==> config.mk <==
export PLATFORM = sky130hd
export DESIGN_NAME = sm3_hash_engine_core_flat
export DESIGN_NICKNAME = d
export VERILOG_FILES = /design/src/rtl/sm3_pkg.sv /design/src/rtl/sm3_in_if.sv /design/src/rtl/sm3_out_if.sv /design/src/rtl/sm3_sched.sv /design/src/rtl/sm3_round.sv /design/src/rtl/sm3_hash_engine_core.sv /design/src/flat_wrapper.sv
export SDC_FILE = /design/constraint.sdc
export NUM_CORES = 2
export LEC_CHECK = 0
export ABC_AREA = 1
export CORE_MARGIN = 1.5
export CORE_UTILIZATION = 50
export CTS_CLUSTER_SIZE = 12
export DETAILED_ROUTE_END_ITERATION = 16
export DONT_BUFFER_PORTS = 1
export PLACE_DENSITY = 0.75
export SLEW_MARGIN = 0
export SYNTH_ARGS = -nofsm -noshare
export SYNTH_HDL_FRONTEND = slang
export SYNTH_SLANG_ARGS = --single-unit
==> constraint.sdc <==
create_clock -name clk -period 13.88 [get_ports clk]
set_clock_uncertainty 0.05 [all_clocks]
set_input_delay 2.776 -clock clk [delete_from_list [all_inputs] [get_ports clk]]
set_output_delay 2.776 -clock clk [all_outputs]
set_load 0.01 [all_outputs]
==> src/rtl/sm3_pkg.sv <==
// Shared types, constants and bit functions of the SM3 hash engine.
`default_nettype none
package sm3_pkg;

	typedef logic [31:0] word_t;
	typedef logic [0:7][31:0] state8_t;

	localparam word_t SM3_T_LOW  = 32'h79CC4519;
	localparam word_t SM3_T_HIGH = 32'h7A879D8A;
	localparam word_t PAD_WORD   = 32'h80000000;

	localparam state8_t SM3_IV = '{
		32'h7380166f, 32'h4914b2b9, 32'h172442d7, 32'hda8a0600,
		32'ha96f30bc, 32'h163138aa, 32'he38dee4d, 32'hb0fb0e4e
	};

	typedef struct packed {
		logic       load;
		logic       step;
		logic       fold;
		logic       reload;
		logic [5:0] rnd;
	} rnd_ctl_t;

	typedef struct packed {
		logic  push;
		logic  step;
		word_t word;
	} sch_ctl_t;

	function automatic word_t rol32(word_t x, logic [4:0] n);
		logic [63:0] dbl;
		dbl = {x, x} << n;
		return dbl[63:32];
	endfunction

	function automatic word_t perm0(word_t x);
		return x ^ rol32(x, 5'd9) ^ rol32(x, 5'd17);
	endfunction

	function automatic word_t perm1(word_t x);
		return x ^ rol32(x, 5'd15) ^ rol32(x, 5'd23);
	endfunction

endpackage
`default_nettype wire

==> src/rtl/sm3_in_if.sv <==
// Message word channel: valid, ready and one message word with its byte count.
`default_nettype none
interface sm3_in_if;
	logic        valid;
	logic        ready;
	logic [31:0] message_word;
	logic [2:0]  byte_count;
	logic        last_word;

	modport source (output valid, message_word, byte_count, last_word, input ready);
	modport sink (input valid, message_word, byte_count, last_word, output ready);
endinterface
`default_nettype wire

==> src/rtl/sm3_out_if.sv <==
// Digest word channel: valid, ready and one digest word with its position.
`default_nettype none
interface sm3_out_if;
	logic        valid;
	logic        ready;
	logic [31:0] digest_word;
	logic [2:0]  word_index;
	logic        final_word;

	modport source (output valid, digest_word, word_index, final_word, input ready);
	modport sink (input valid, digest_word, word_index, final_word, output ready);
endinterface
`default_nettype wire

==> src/rtl/sm3_sched.sv <==
// Sixteen-word message window: loads block words and expands W on the fly.
`default_nettype none
module sm3_sched
	import sm3_pkg::*;
(
	input  wire logic     clk,
	input  wire sch_ctl_t ctl,
	output word_t         w_j,
	output word_t         w_j4
);

	word_t win_q [16];
	word_t w_new;

	always_comb begin
		w_new = perm1(win_q[0] ^ win_q[7] ^ rol32(win_q[13], 5'd15))
			^ rol32(win_q[3], 5'd7) ^ win_q[10];
	end

	always_ff @(posedge clk) begin
		if (ctl.push || ctl.step) begin
			for (int k = 0; k < 15; k++) begin
				win_q[k] <= win_q[k+1];
			end
			win_q[15] <= ctl.push ? ctl.word : w_new;
		end
	end

	assign w_j  = win_q[0];
	assign w_j4 = win_q[4];

endmodule
`default_nettype wire

==> src/rtl/sm3_round.sv <==
// Shared SM3 round unit with working registers A..H and the chaining value.
`default_nettype none
module sm3_round
	import sm3_pkg::*;
(
	input  wire logic     clk,
	input  wire logic     arst_n,
	input  wire rnd_ctl_t ctl,
	input  wire word_t    w_j,
	input  wire word_t    w_j4,
	output state8_t       chain
);

	state8_t chain_q;
	state8_t r_q;
	state8_t r_next;
	word_t   a12, tj, ss1, ss2, ff, gg, tt1, tt2;
	logic    early;

	always_comb begin
		early  = (ctl.rnd[5:4] == 2'd0);
		a12    = rol32(r_q[0], 5'd12);
		tj     = rol32(early ? SM3_T_LOW : SM3_T_HIGH, ctl.rnd[4:0]);
		ss1    = rol32(a12 + r_q[4] + tj, 5'd7);
		ss2    = ss1 ^ a12;
		if (early) begin
			ff = r_q[0] ^ r_q[1] ^ r_q[2];
			gg = r_q[4] ^ r_q[5] ^ r_q[6];
		end else begin
			ff = (r_q[0] & r_q[1]) | (r_q[0] & r_q[2]) | (r_q[1] & r_q[2]);
			gg = (r_q[4] & r_q[5]) | (~r_q[4] & r_q[6]);
		end
		tt1       = ff + r_q[3] + ss2 + (w_j ^ w_j4);
		tt2       = gg + r_q[7] + ss1 + w_j;
		r_next[0] = tt1;
		r_next[1] = r_q[0];
		r_next[2] = rol32(r_q[1], 5'd9);
		r_next[3] = r_q[2];
		r_next[4] = perm0(tt2);
		r_next[5] = r_q[4];
		r_next[6] = rol32(r_q[5], 5'd19);
		r_next[7] = r_q[6];
	end

	always_ff @(posedge clk or negedge arst_n) begin
		if (!arst_n) begin
			chain_q <= SM3_IV;
			r_q     <= '0;
		end else begin
			if (ctl.reload) begin
				chain_q <= SM3_IV;
			end else if (ctl.fold) begin
				chain_q <= chain_q ^ r_q;
			end
			if (ctl.load) begin
				r_q <= chain_q;
			end else if (ctl.step) begin
				r_q <= r_next;
			end
		end
	end

	assign chain = chain_q;

endmodule
`default_nettype wire

==> src/rtl/sm3_hash_engine_core.sv <==
// SM3 hash engine top level: block loader, padding sequencer and digest output.
// Message words enter one per cycle while the block buffer fills; the sixteenth
// word of a block starts a compression on the single shared round unit, which
// runs one round per cycle for rounds 0 to 63 plus a feed-forward step; the
// input is not ready during compression. A word with last_word set is followed
// by one padding word per cycle outside compressions (0x80 marker word after a
// four-byte last word, else merged into it; zeros; bit length high then low),
// one or two compressions and eight digest transactions, A first; input stays
// not ready until the eighth digest word is taken, then the IV is reloaded.
`default_nettype none
module sm3_hash_engine_core
	import sm3_pkg::*;
(
	input  wire logic  clk,
	input  wire logic  arst_n,
	sm3_in_if.sink     msg_in,
	sm3_out_if.source  dig_out
);

	typedef enum logic [2:0] {
		ST_IDLE,
		ST_PAD,
		ST_ROUND,
		ST_FOLD,
		ST_EMIT
	} state_t;

	state_t      state_q;
	logic [3:0]  wc_q;
	logic [63:0] len_q;
	logic        pad_q;
	logic        need80_q;
	logic        hi_done_q;
	logic        fin_q;
	logic [5:0]  round_q;
	logic [2:0]  idx_q;

	rnd_ctl_t    rnd_ctl;
	sch_ctl_t    sch_ctl;
	word_t       w_j, w_j4;
	state8_t     chain;

	logic        in_acc, out_acc, push_v, blk_full;
	word_t       push_word, last_word_v;
	logic [2:0]  b_sat;
	logic [5:0]  len_add;

	assign in_acc  = msg_in.valid && msg_in.ready;
	assign out_acc = dig_out.valid && dig_out.ready;

	always_comb begin
		b_sat = (msg_in.byte_count > 3'd4) ? 3'd4 : msg_in.byte_count;
		case (b_sat[1:0])
			2'd0:    last_word_v = PAD_WORD;
			2'd1:    last_word_v = {msg_in.message_word[31:24], 24'h800000};
			2'd2:    last_word_v = {msg_in.message_word[31:16], 16'h8000};
			default: last_word_v = {msg_in.message_word[31:8], 8'h80};
		endcase
		if (!msg_in.last_word || b_sat[2]) begin
			last_word_v = msg_in.message_word;
		end
		len_add = msg_in.last_word ? {b_sat, 3'b000} : 6'd32;

		push_v    = 1'b0;
		push_word = last_word_v;
		if (state_q == ST_IDLE) begin
			push_v = in_acc;
		end else if (state_q == ST_PAD) begin
			push_v = 1'b1;
			if (need80_q) begin
				push_word = PAD_WORD;
			end else if (hi_done_q) begin
				push_word = len_q[31:0];
			end else if (wc_q == 4'd14) begin
				push_word = len_q[63:32];
			end else begin
				push_word = '0;
			end
		end
		blk_full = push_v && (wc_q == 4'd15);
	end

	always_comb begin
		sch_ctl.push   = push_v;
		sch_ctl.step   = (state_q == ST_ROUND);
		sch_ctl.word   = push_word;
		rnd_ctl.load   = blk_full;
		rnd_ctl.step   = (state_q == ST_ROUND);
		rnd_ctl.fold   = (state_q == ST_FOLD);
		rnd_ctl.reload = out_acc && (idx_q == 3'd7);
		rnd_ctl.rnd    = round_q;
	end

	sm3_sched u_sched (
		.clk  (clk),
		.ctl  (sch_ctl),
		.w_j  (w_j),
		.w_j4 (w_j4)
	);

	sm3_round u_round (
		.clk    (clk),
		.arst_n (arst_n),
		.ctl    (rnd_ctl),
		.w_j    (w_j),
		.w_j4   (w_j4),
		.chain  (chain)
	);

	always_ff @(posedge clk or negedge arst_n) begin
		if (!arst_n) begin
			state_q   <= ST_IDLE;
			wc_q      <= '0;
			len_q     <= '0;
			pad_q     <= 1'b0;
			need80_q  <= 1'b0;
			hi_done_q <= 1'b0;
			fin_q     <= 1'b0;
			round_q   <= '0;
			idx_q     <= '0;
		end else begin
			if (push_v) begin
				wc_q <= wc_q + 4'd1;
			end
			unique case (state_q)
				ST_IDLE: begin
					if (in_acc) begin
						len_q <= len_q + {58'd0, len_add};
						if (msg_in.last_word) begin
							pad_q     <= 1'b1;
							need80_q  <= b_sat[2];
							hi_done_q <= 1'b0;
							fin_q     <= 1'b0;
						end
						if (blk_full) begin
							state_q <= ST_ROUND;
							round_q <= '0;
						end else if (msg_in.last_word) begin
							state_q <= ST_PAD;
						end
					end
				end
				ST_PAD: begin
					if (need80_q) begin
						need80_q <= 1'b0;
					end else if (hi_done_q) begin
						fin_q <= 1'b1;
					end else if (wc_q == 4'd14) begin
						hi_done_q <= 1'b1;
					end
					if (blk_full) begin
						state_q <= ST_ROUND;
						round_q <= '0;
					end
				end
				ST_ROUND: begin
					round_q <= round_q + 6'd1;
					if (round_q == 6'd63) begin
						state_q <= ST_FOLD;
					end
				end
				ST_FOLD: begin
					if (fin_q) begin
						state_q <= ST_EMIT;
						idx_q   <= '0;
					end else if (pad_q) begin
						state_q <= ST_PAD;
					end else begin
						state_q <= ST_IDLE;
					end
				end
				ST_EMIT: begin
					if (out_acc) begin
						idx_q <= idx_q + 3'd1;
						if (idx_q == 3'd7) begin
							state_q   <= ST_IDLE;
							pad_q     <= 1'b0;
							fin_q     <= 1'b0;
							hi_done_q <= 1'b0;
							len_q     <= '0;
						end
					end
				end
				default: state_q <= ST_IDLE;
			endcase
		end
	end

	assign msg_in.ready        = (state_q == ST_IDLE);
	assign dig_out.valid       = (state_q == ST_EMIT);
	assign dig_out.digest_word = chain[idx_q];
	assign dig_out.word_index  = idx_q;
	assign dig_out.final_word  = (idx_q == 3'd7);

	a_not_both: assert property (@(posedge clk) disable iff (!arst_n)
		!(msg_in.ready && dig_out.valid))
		else $error("input ready while digest is pending");

	a_round_aligned: assert property (@(posedge clk) disable iff (!arst_n)
		(state_q == ST_ROUND) |-> (wc_q == 4'd0))
		else $error("compression running on a partial block");

	a_round_end: assert property (@(posedge clk) disable iff (!arst_n)
		(state_q == ST_ROUND && round_q == 6'd63) |=> (state_q == ST_FOLD))
		else $error("compression did not end after round 63");

	a_emit_done: assert property (@(posedge clk) disable iff (!arst_n)
		(out_acc && dig_out.final_word) |=> (msg_in.ready && len_q == 64'd0))
		else $error("engine not restarted after final digest word");

	a_emit_full: assert property (@(posedge clk) disable iff (!arst_n)
		(state_q == ST_EMIT) |-> (fin_q && wc_q == 4'd0))
		else $error("digest emitted before padding completed");

endmodule
`default_nettype wire

==> src/flat_wrapper.sv <==
// flat-port wrapper written by rule: the top's interface ports become plain ports
module sm3_hash_engine_core_flat import sm3_pkg::*;
  (clk, arst_n, msg_in_valid, msg_in_message_word, msg_in_byte_count, msg_in_last_word, msg_in_ready, dig_out_valid, dig_out_digest_word, dig_out_word_index, dig_out_final_word, dig_out_ready);
  sm3_in_if msg_in_i ();
  sm3_out_if dig_out_i ();
  input  wire logic clk;
  input  wire logic arst_n;
  input wire logic [$bits(msg_in_i.valid)-1:0] msg_in_valid;
  input wire logic [$bits(msg_in_i.message_word)-1:0] msg_in_message_word;
  input wire logic [$bits(msg_in_i.byte_count)-1:0] msg_in_byte_count;
  input wire logic [$bits(msg_in_i.last_word)-1:0] msg_in_last_word;
  output wire logic [$bits(msg_in_i.ready)-1:0] msg_in_ready;
  output wire logic [$bits(dig_out_i.valid)-1:0] dig_out_valid;
  output wire logic [$bits(dig_out_i.digest_word)-1:0] dig_out_digest_word;
  output wire logic [$bits(dig_out_i.word_index)-1:0] dig_out_word_index;
  output wire logic [$bits(dig_out_i.final_word)-1:0] dig_out_final_word;
  input wire logic [$bits(dig_out_i.ready)-1:0] dig_out_ready;
  assign msg_in_i.valid = msg_in_valid;
  assign msg_in_i.message_word = msg_in_message_word;
  assign msg_in_i.byte_count = msg_in_byte_count;
  assign msg_in_i.last_word = msg_in_last_word;
  assign msg_in_ready = msg_in_i.ready;
  assign dig_out_valid = dig_out_i.valid;
  assign dig_out_digest_word = dig_out_i.digest_word;
  assign dig_out_word_index = dig_out_i.word_index;
  assign dig_out_final_word = dig_out_i.final_word;
  assign dig_out_i.ready = dig_out_ready;
  sm3_hash_engine_core u_core (.clk(clk), .arst_n(arst_n), .msg_in(msg_in_i), .dig_out(dig_out_i));
endmodule
Word level (Yosys, flattened, before mapping)

Memory sizes are Yosys's and may differ from the RTL's.
Cells that the tools add are included.

Register bits after elaboration: 596
RAM bits: 512
Logic and storage cells: 172
Memories: 1
Output and inout port bits: 38

Multiplexer cells: 61
Equal/unequal tests: 20
Add/sub/neg operators: 12
Reduce and logical (&&, ||, !) cells: 25
Bitwise gates (word level): 25
$lt $le $gt $ge: 2
Shifts and indexed selects: 1

Memory list:

| name                 | words | width | read ports | clocked after Yosys merged registers in | wr ports | line            | RTL |
|---|---|---|---|---|---|---|---|
| u_core.u_sched.win_q | 16    | 32    | 16         | 0                                       | 16       | sm3_sched.sv:12 | `word_t win_q [16];` |

Operator list:

| cell                                          | number |
|---|---|
| 256-bit two-way mux                           | 4 |
| 32-bit XOR                                    | 14 |
| 32-bit two-way mux                            | 11 |
| 32-bit adder                                  | 8 |
| 256-bit XOR                                   | 1 |
| 64-bit two-way mux                            | 3 |
| 32-bit bitwise AND                            | 5 |
| 64-bit one-hot mux with 2 select lines        | 1 |
| 32-bit binary-select mux with 3-bit select    | 1 |
| 32-bit OR                                     | 3 |
| 32-bit one-hot mux with 3 select lines        | 1 |
| 64-bit by 6-bit adder with 64-bit output      | 1 |
| 63-bit by 5-bit << shifter with 64-bit output | 1 |
| 3-bit two-way mux                             | 11 |
| 32-bit inverter                               | 1 |
| 26-bit two-way mux                            | 1 |
| 1-bit two-way mux                             | 18 |
| 6-bit two-way mux                             | 3 |
| 6-bit one-hot mux with 3 select lines         | 1 |
| 3-bit one-hot mux with 5 select lines         | 1 |
| 6-bit AND reduction                           | 2 |
| 2-bit != test (second input constant)         | 5 |
| 2-bit nonzero test                            | 5 |
| 4-bit == test (second input constant)         | 2 |
| 28 further kinds                              | 42 |

Depth between registers and ports, before layout

Word-level depth: 11
Depth in mapped cells: 49

Hierarchy

From an unflattened synthesis, not the netlist that was laid out.

Cells, all modules: 7,435
Area total of the unflattened synthesis: 63,453.4 µm²

Modules (own cells, without submodules):

| module               | area each (µm²) | cells an instance | times used |
|---|---|---|---|
| sm3_round            | 36,501.3        | 4,669             | 1 |
| sm3_sched            | 18,893.1        | 1,362             | 1 |
| sm3_hash_engine_core | 8,059.0         | 1,404             | 1 |

Least setup slack after synthesis

No wires, ideal clock.

Path kind: in2reg
Start: in msg_in_valid
End: mem u_core.u_sched.win_q[0][0] (netlist name), enable pin
Required time: 10.198 ns
Buffers on the path: 1
Stages on the path: 5
Setup time: 3.632 ns
Path slack: -1.536 ns
Arrival time: 11.734 ns
Path through: nor2_1 nand2_4 nand2_2 clkbuf_1 nand2_1

RTL lines:

| item        | line              | RTL |
|---|---|---|
| from (decl) | flat_wrapper.sv:8 | `input wire logic [$bits(msg_in_i.valid)-1:0] msg_in_valid;` |
| to (decl)   | sm3_sched.sv:12   |  |

Final worst setup path

Start: reg u_core.round_q[4]
End: reg u_core.u_round.r_q (netlist bit u_core.u_round.a12[11])

Longest elaborated chain between the ends: 9
Elaborated cells on any way between the ends: 11
Those cells by class: 4 x add/sub; 1 x shift; 4 x mux; 1 x bitwise; 1 x reduce/logical

Ends and longest elaborated chain:

| item                                          | line                        | RTL |
|---|---|---|
| from (decl)                                   | sm3_hash_engine_core.sv:35  | `logic [5:0] round_q;` |
| from (signal assigned)                        | sm3_hash_engine_core.sv:157 | `round_q <= round_q + 6'd1;` |
| 2-bit zero test                               | sm3_round.sv:21             | `early = (ctl.rnd[5:4] == 2'd0);` |
| 26-bit two-way mux                            | sm3_round.sv:23             | `tj = rol32(early ? SM3_T_LOW : SM3_T_HIGH, ctl.rnd[4:0]);` |
| 63-bit by 5-bit << shifter with 64-bit output | sm3_pkg.sv:33               | `dbl = {x, x} << n;` |
| 32-bit adder                                  | sm3_round.sv:24             | `ss1 = rol32(a12 + r_q[4] + tj, 5'd7);` |
| 32-bit XOR                                    | sm3_round.sv:25             | `ss2 = ss1 ^ a12;` |
| 32-bit adder (*) (2 in a row)                 | sm3_round.sv:33             | `tt1 = ff + r_q[3] + ss2 + (w_j ^ w_j4);` |
| 256-bit two-way mux (*)                       | sm3_round.sv:57             | `end else if (ctl.step) begin` |
| 256-bit two-way mux (*)                       | sm3_round.sv:55             | `if (ctl.load) begin` |
| to (signal assigned)                          | sm3_round.sv:56             | `r_q <= chain_q;` |
| to (signal assigned)                          | sm3_round.sv:58             | `r_q <= r_next;` |
| to (decl)                                     | sm3_round.sv:15             | `state8_t r_q;` |

Mark *: on every way between the ends. The rest lies on a longest branch, timed or not. The select of a mux whose other input is x is not followed.
A chain may end at the register's enable or synchronous reset.

==> key figures <==
Setup path
  – Reg2reg start: u_core.round_q[4]$_DFFE_PN0P_
  – Arr. time, crit path: 10,670 ps
  – CP max stage delay: 1040 ps
  – Reg2reg end: u_core.u_round.a12[11]$_DFFE_PN0N_
  – Most Frequent Cell on Critical Path: nand2_1
  – Slowest-stage cell, CP: dfrtp_1
  – R2r setup slk: 3800 ps
  – Startpoint Class: register
  – Worst-path maximum fanout: 36
  – Worst path required time: 14,470 ps
  – Critical Path Source: u_core.round_q[4]$_DFFE_PN0P_
  – CP Class: reg2reg
  – Setup crit end: u_core.u_round.a12[11]$_DFFE_PN0N_
  – Endpoint class of the critical path: register
  – Path depth of the worst reg2reg path: 35

Global routing
  – Grt total ovfl: 0
  – Vias in the first global route: a little under 50,000
  – First-pass GRT wire length: about 330 mm
  – Pin count of the biggest net entering global routing: 594
  – Initial antenna violation count: 10
  – Gr usage total: 0.355

Clock tree
  – CTS tree: built
  – CTS buffer count: 116
  – Clock latency on the worst-skew pair: 800 ps
  – CTS root buffer: clkbuf_16
  – Setup bufs post-CTS: 0
  – Max Root-Sink Buffers: 3
  – Sink Count: around 1,100
  – H-tree depth: 3
  – Clock Pin Slew Worst Setup and Hold Paths: 60 ps
  – Cts hold-fix bufs: 0
  – CTS resizes: 0

Final layout
  – Area of the multi-input gates: 0.0269 mm2
  – Share of cells above drive strength 1: 0.0641
  – Reg area: 0.0304 mm2
  – Area Overhead vs Synth: 8.54%
  – Nets: 6,929
  – Filler cell count: 10,764

Yosys
  – Syn avg cell area: 9.26 um2
  – Post-synthesis sequential area ratio: 0.489
  – Top_reg_cell synth: edfxtp_1
  – Syn_nets: approximately 7,000
  – Cell area after synthesis: 0.0620 mm2
  – Yosys cell types: 68
  – Synth Instances: around 6,700
  – Synth async-reset ratio: 0.537
  – Post-synth EDFFs: 512
  – Synth warn: 0
  – Seq cells post-synth: around 1,100

STA
  – Final Hold Fails: 0
  – Final TNS setup: 0 ps
  – Least-Margin Pin Slew: 1310 ps
  – Period utilization: 0.726
  – Final Max Tran Viols: 0
  – Unrepaired setup endpoints after global routing: false
  – Fmax: roughly 0.099 GHz
  – Max transition margin: 0.120
  – Setup Viol. Count Final: 0
  – Min Tclk post-route: 10,080 ps

Placed design
  – PortBufs: 0
  – GPL Wtd Cong: roughly 1.1
  – DP Wirelength: between 150 and 200 mm

Flow run
  – Max_cap viols: 0

Hold path
  – HP Class: reg2reg
  – Worst hold start: u_core.u_sched.win_q[0][195]$_DFFE_PP_

Drt
  – Antenna-violating nets left: 0
  – Routed Wire Length: about 230 mm
  – Drt wl/cell: 27.2 um
  – DRC: 0
  – Vias per cell: about 6.1
  – Vias post-DR: 51,169
  – Drt pass-1 iters: 11
  – Iter 0 DRT Violations: 6,985

Die
  – Die X: between 300 and 400 um
  – Die Y: 355 um
  – Die area: between 0.1 and 0.15 mm2
  – Std-Cell Rows: 129
  – Core Area: approximately 0.12 mm2
  – Initial Utilization: 0.503
  – I/O pins: 78

Outcome
  – Status: finished clean
[worst min-delay path by stage]
stage	to	slack [ps]	cells after the start
floorplan	u_core.u_sched.win_q[0][0]$_DFFE_PP_	350	0
global placement	u_core.u_sched.win_q[0][54]$_DFFE_PP_	350	0
detailed placement	u_core.u_sched.win_q[0][142]$_DFFE_PP_	350	0
CTS	u_core.u_sched.win_q[0][148]$_DFFE_PP_	360	0
global route	u_core.u_sched.win_q[0][148]$_DFFE_PP_	360	0
finish	u_core.u_sched.win_q[0][163]$_DFFE_PP_	360	0
[routing by layer]
| metal | up-vias | wire, um | track usage |
|---|---|---|---|
| li1 | 22354 | - | - |
| met1 | 25055 | 88100 | 0.480 |
| met2 | 3130 | 95900 | 0.513 |
| met3 | 614 | 27200 | 0.101 |
| met4 | 16 | 15300 | 0.201 |
| met5 | - | 103 | 0 |
[critical path: cells and delay by family (launching register included)]
kind | cells | cell delay [ps]
AOI/OAI and AO/OA | 9 | 2190
xor gates and xnor gates | 2 | 850
adders and majority gates | 7 | 2810
buffers and inverters | 4 | 800
DFF | 1 | 1040
and+or+nand+nor | 13 | 2210
[sequential cells by signal, summed over array words and instances, names as in the netlist]
name and cells:
u_core.need80_q 1, u_core.u_round.chain 256, u_core.round_q 6, u_core.u_sched.win_q 512, u_core.dig_out.word_index 3, u_core.hi_done_q 1
u_core.fin_q 1, u_core.u_round.r_q 64, u_core.u_round.r_next 160, u_core.len_q 61, u_core.wc_q 4, u_core.pad_q 1
u_core.state_q 3, u_core.u_round.a12 32
[Yosys cell counts (3+ instances only)]
library cell	count	area share
nor3_2	5	0.00081
o221ai_1	211	0.030
inv_1	957	0.058
nand2_4	6	0.0011
ha_1	106	0.021
a21oi_1	267	0.022
nor2_2	7	0.00071
nor2_1	256	0.015
a32o_1	3	0.00048
a31oi_1	109	0.011
or2_2	4	0.00040
buf_4	3	0.00036
inv_2	17	0.0010
o21bai_1	29	0.0035
xor2_1	267	0.038
nand2_1	1284	0.078
nor3_1	53	0.0043
dfrtp_1	474	0.19
o21ai_1	12	0.00097
a21boi_0	3	0.00036
mux2i_1	33	0.0053
buf_2	80	0.0065
nand4_1	44	0.0044
edfxtp_1	512	0.25
nand2_2	5	0.00050
nand3_1	517	0.042
a22oi_1	18	0.0022
dfstp_2	119	0.050
clkbuf_1	165	0.010
fa_1	189	0.061
a221oi_1	34	0.0048
a21o_1	10	0.0012
o21ai_0	610	0.049
o21a_1	8	0.00097
o22ai_1	43	0.0043
nor4_1	9	0.00091
nor2_4	3	0.00054
xnor2_1	107	0.015
buf_1	26	0.0016
o31ai_1	20	0.0024
a32oi_1	7	0.00099
nand3_2	3	0.00048
buf_6	6	0.0011
nand3b_1	21	0.0025
[layout make-up]
class,instances,area share
Multi-Input combinational cell,4335,0.399
Clock inverter,34,0.00645
Tap cell,1637,0.0304
Inverter,976,0.0548
Timing Repair Buffer,60,0.00814
Sequential cell,1105,0.451
Clock buffer,185,0.0500
Antenna cell,2,0.0000743
[cell usage in the layout, fill, tap and decap left out, drive strengths merged, types with 107 or more instances in the layout]
master,Yosys,final
a21oi,270,270
nand3,521,521
edfxtp,512,512
dfstp,119,119
a31oi,109,109
xor2,268,268
dfrtp,474,474
nand2,1295,1295
o21ai,623,623
inv,974,976
xnor2,107,107
fa,189,189
clkbuf,165,185
o221ai,211,211
nor2,268,268
[cell families after synthesis]
kind of cell	Yosys count	synth area share
adder cells (fa/ha/maj)	295	0.0824
AND/OR/NAND/NOR	2230	0.154
multiplexers	33	0.00532
AO/OA/AOI/OAI	1400	0.136
buffers and inverters	1256	0.0785
flip-flops	1105	0.489
XOR/XNOR	377	0.0538
[through the flow]
stage,std cells,cell area (um2),worst slack (ps),utilization,hold slack (ps)
floorplan,6696,62000,3680,-,350
global placement,8110,63400,3930,0.514,350
detailed placement,8110,63400,4040,0.514,355
CTS,8329,67200,3970,0.545,359
global route,8333,67300,3320,0.546,361
finish,8334,67300,3800,0.546,357
Power is left out: the tool's default activity adds up to more than one toggle a clock period on the data nets, which glitch-free logic cannot reach.
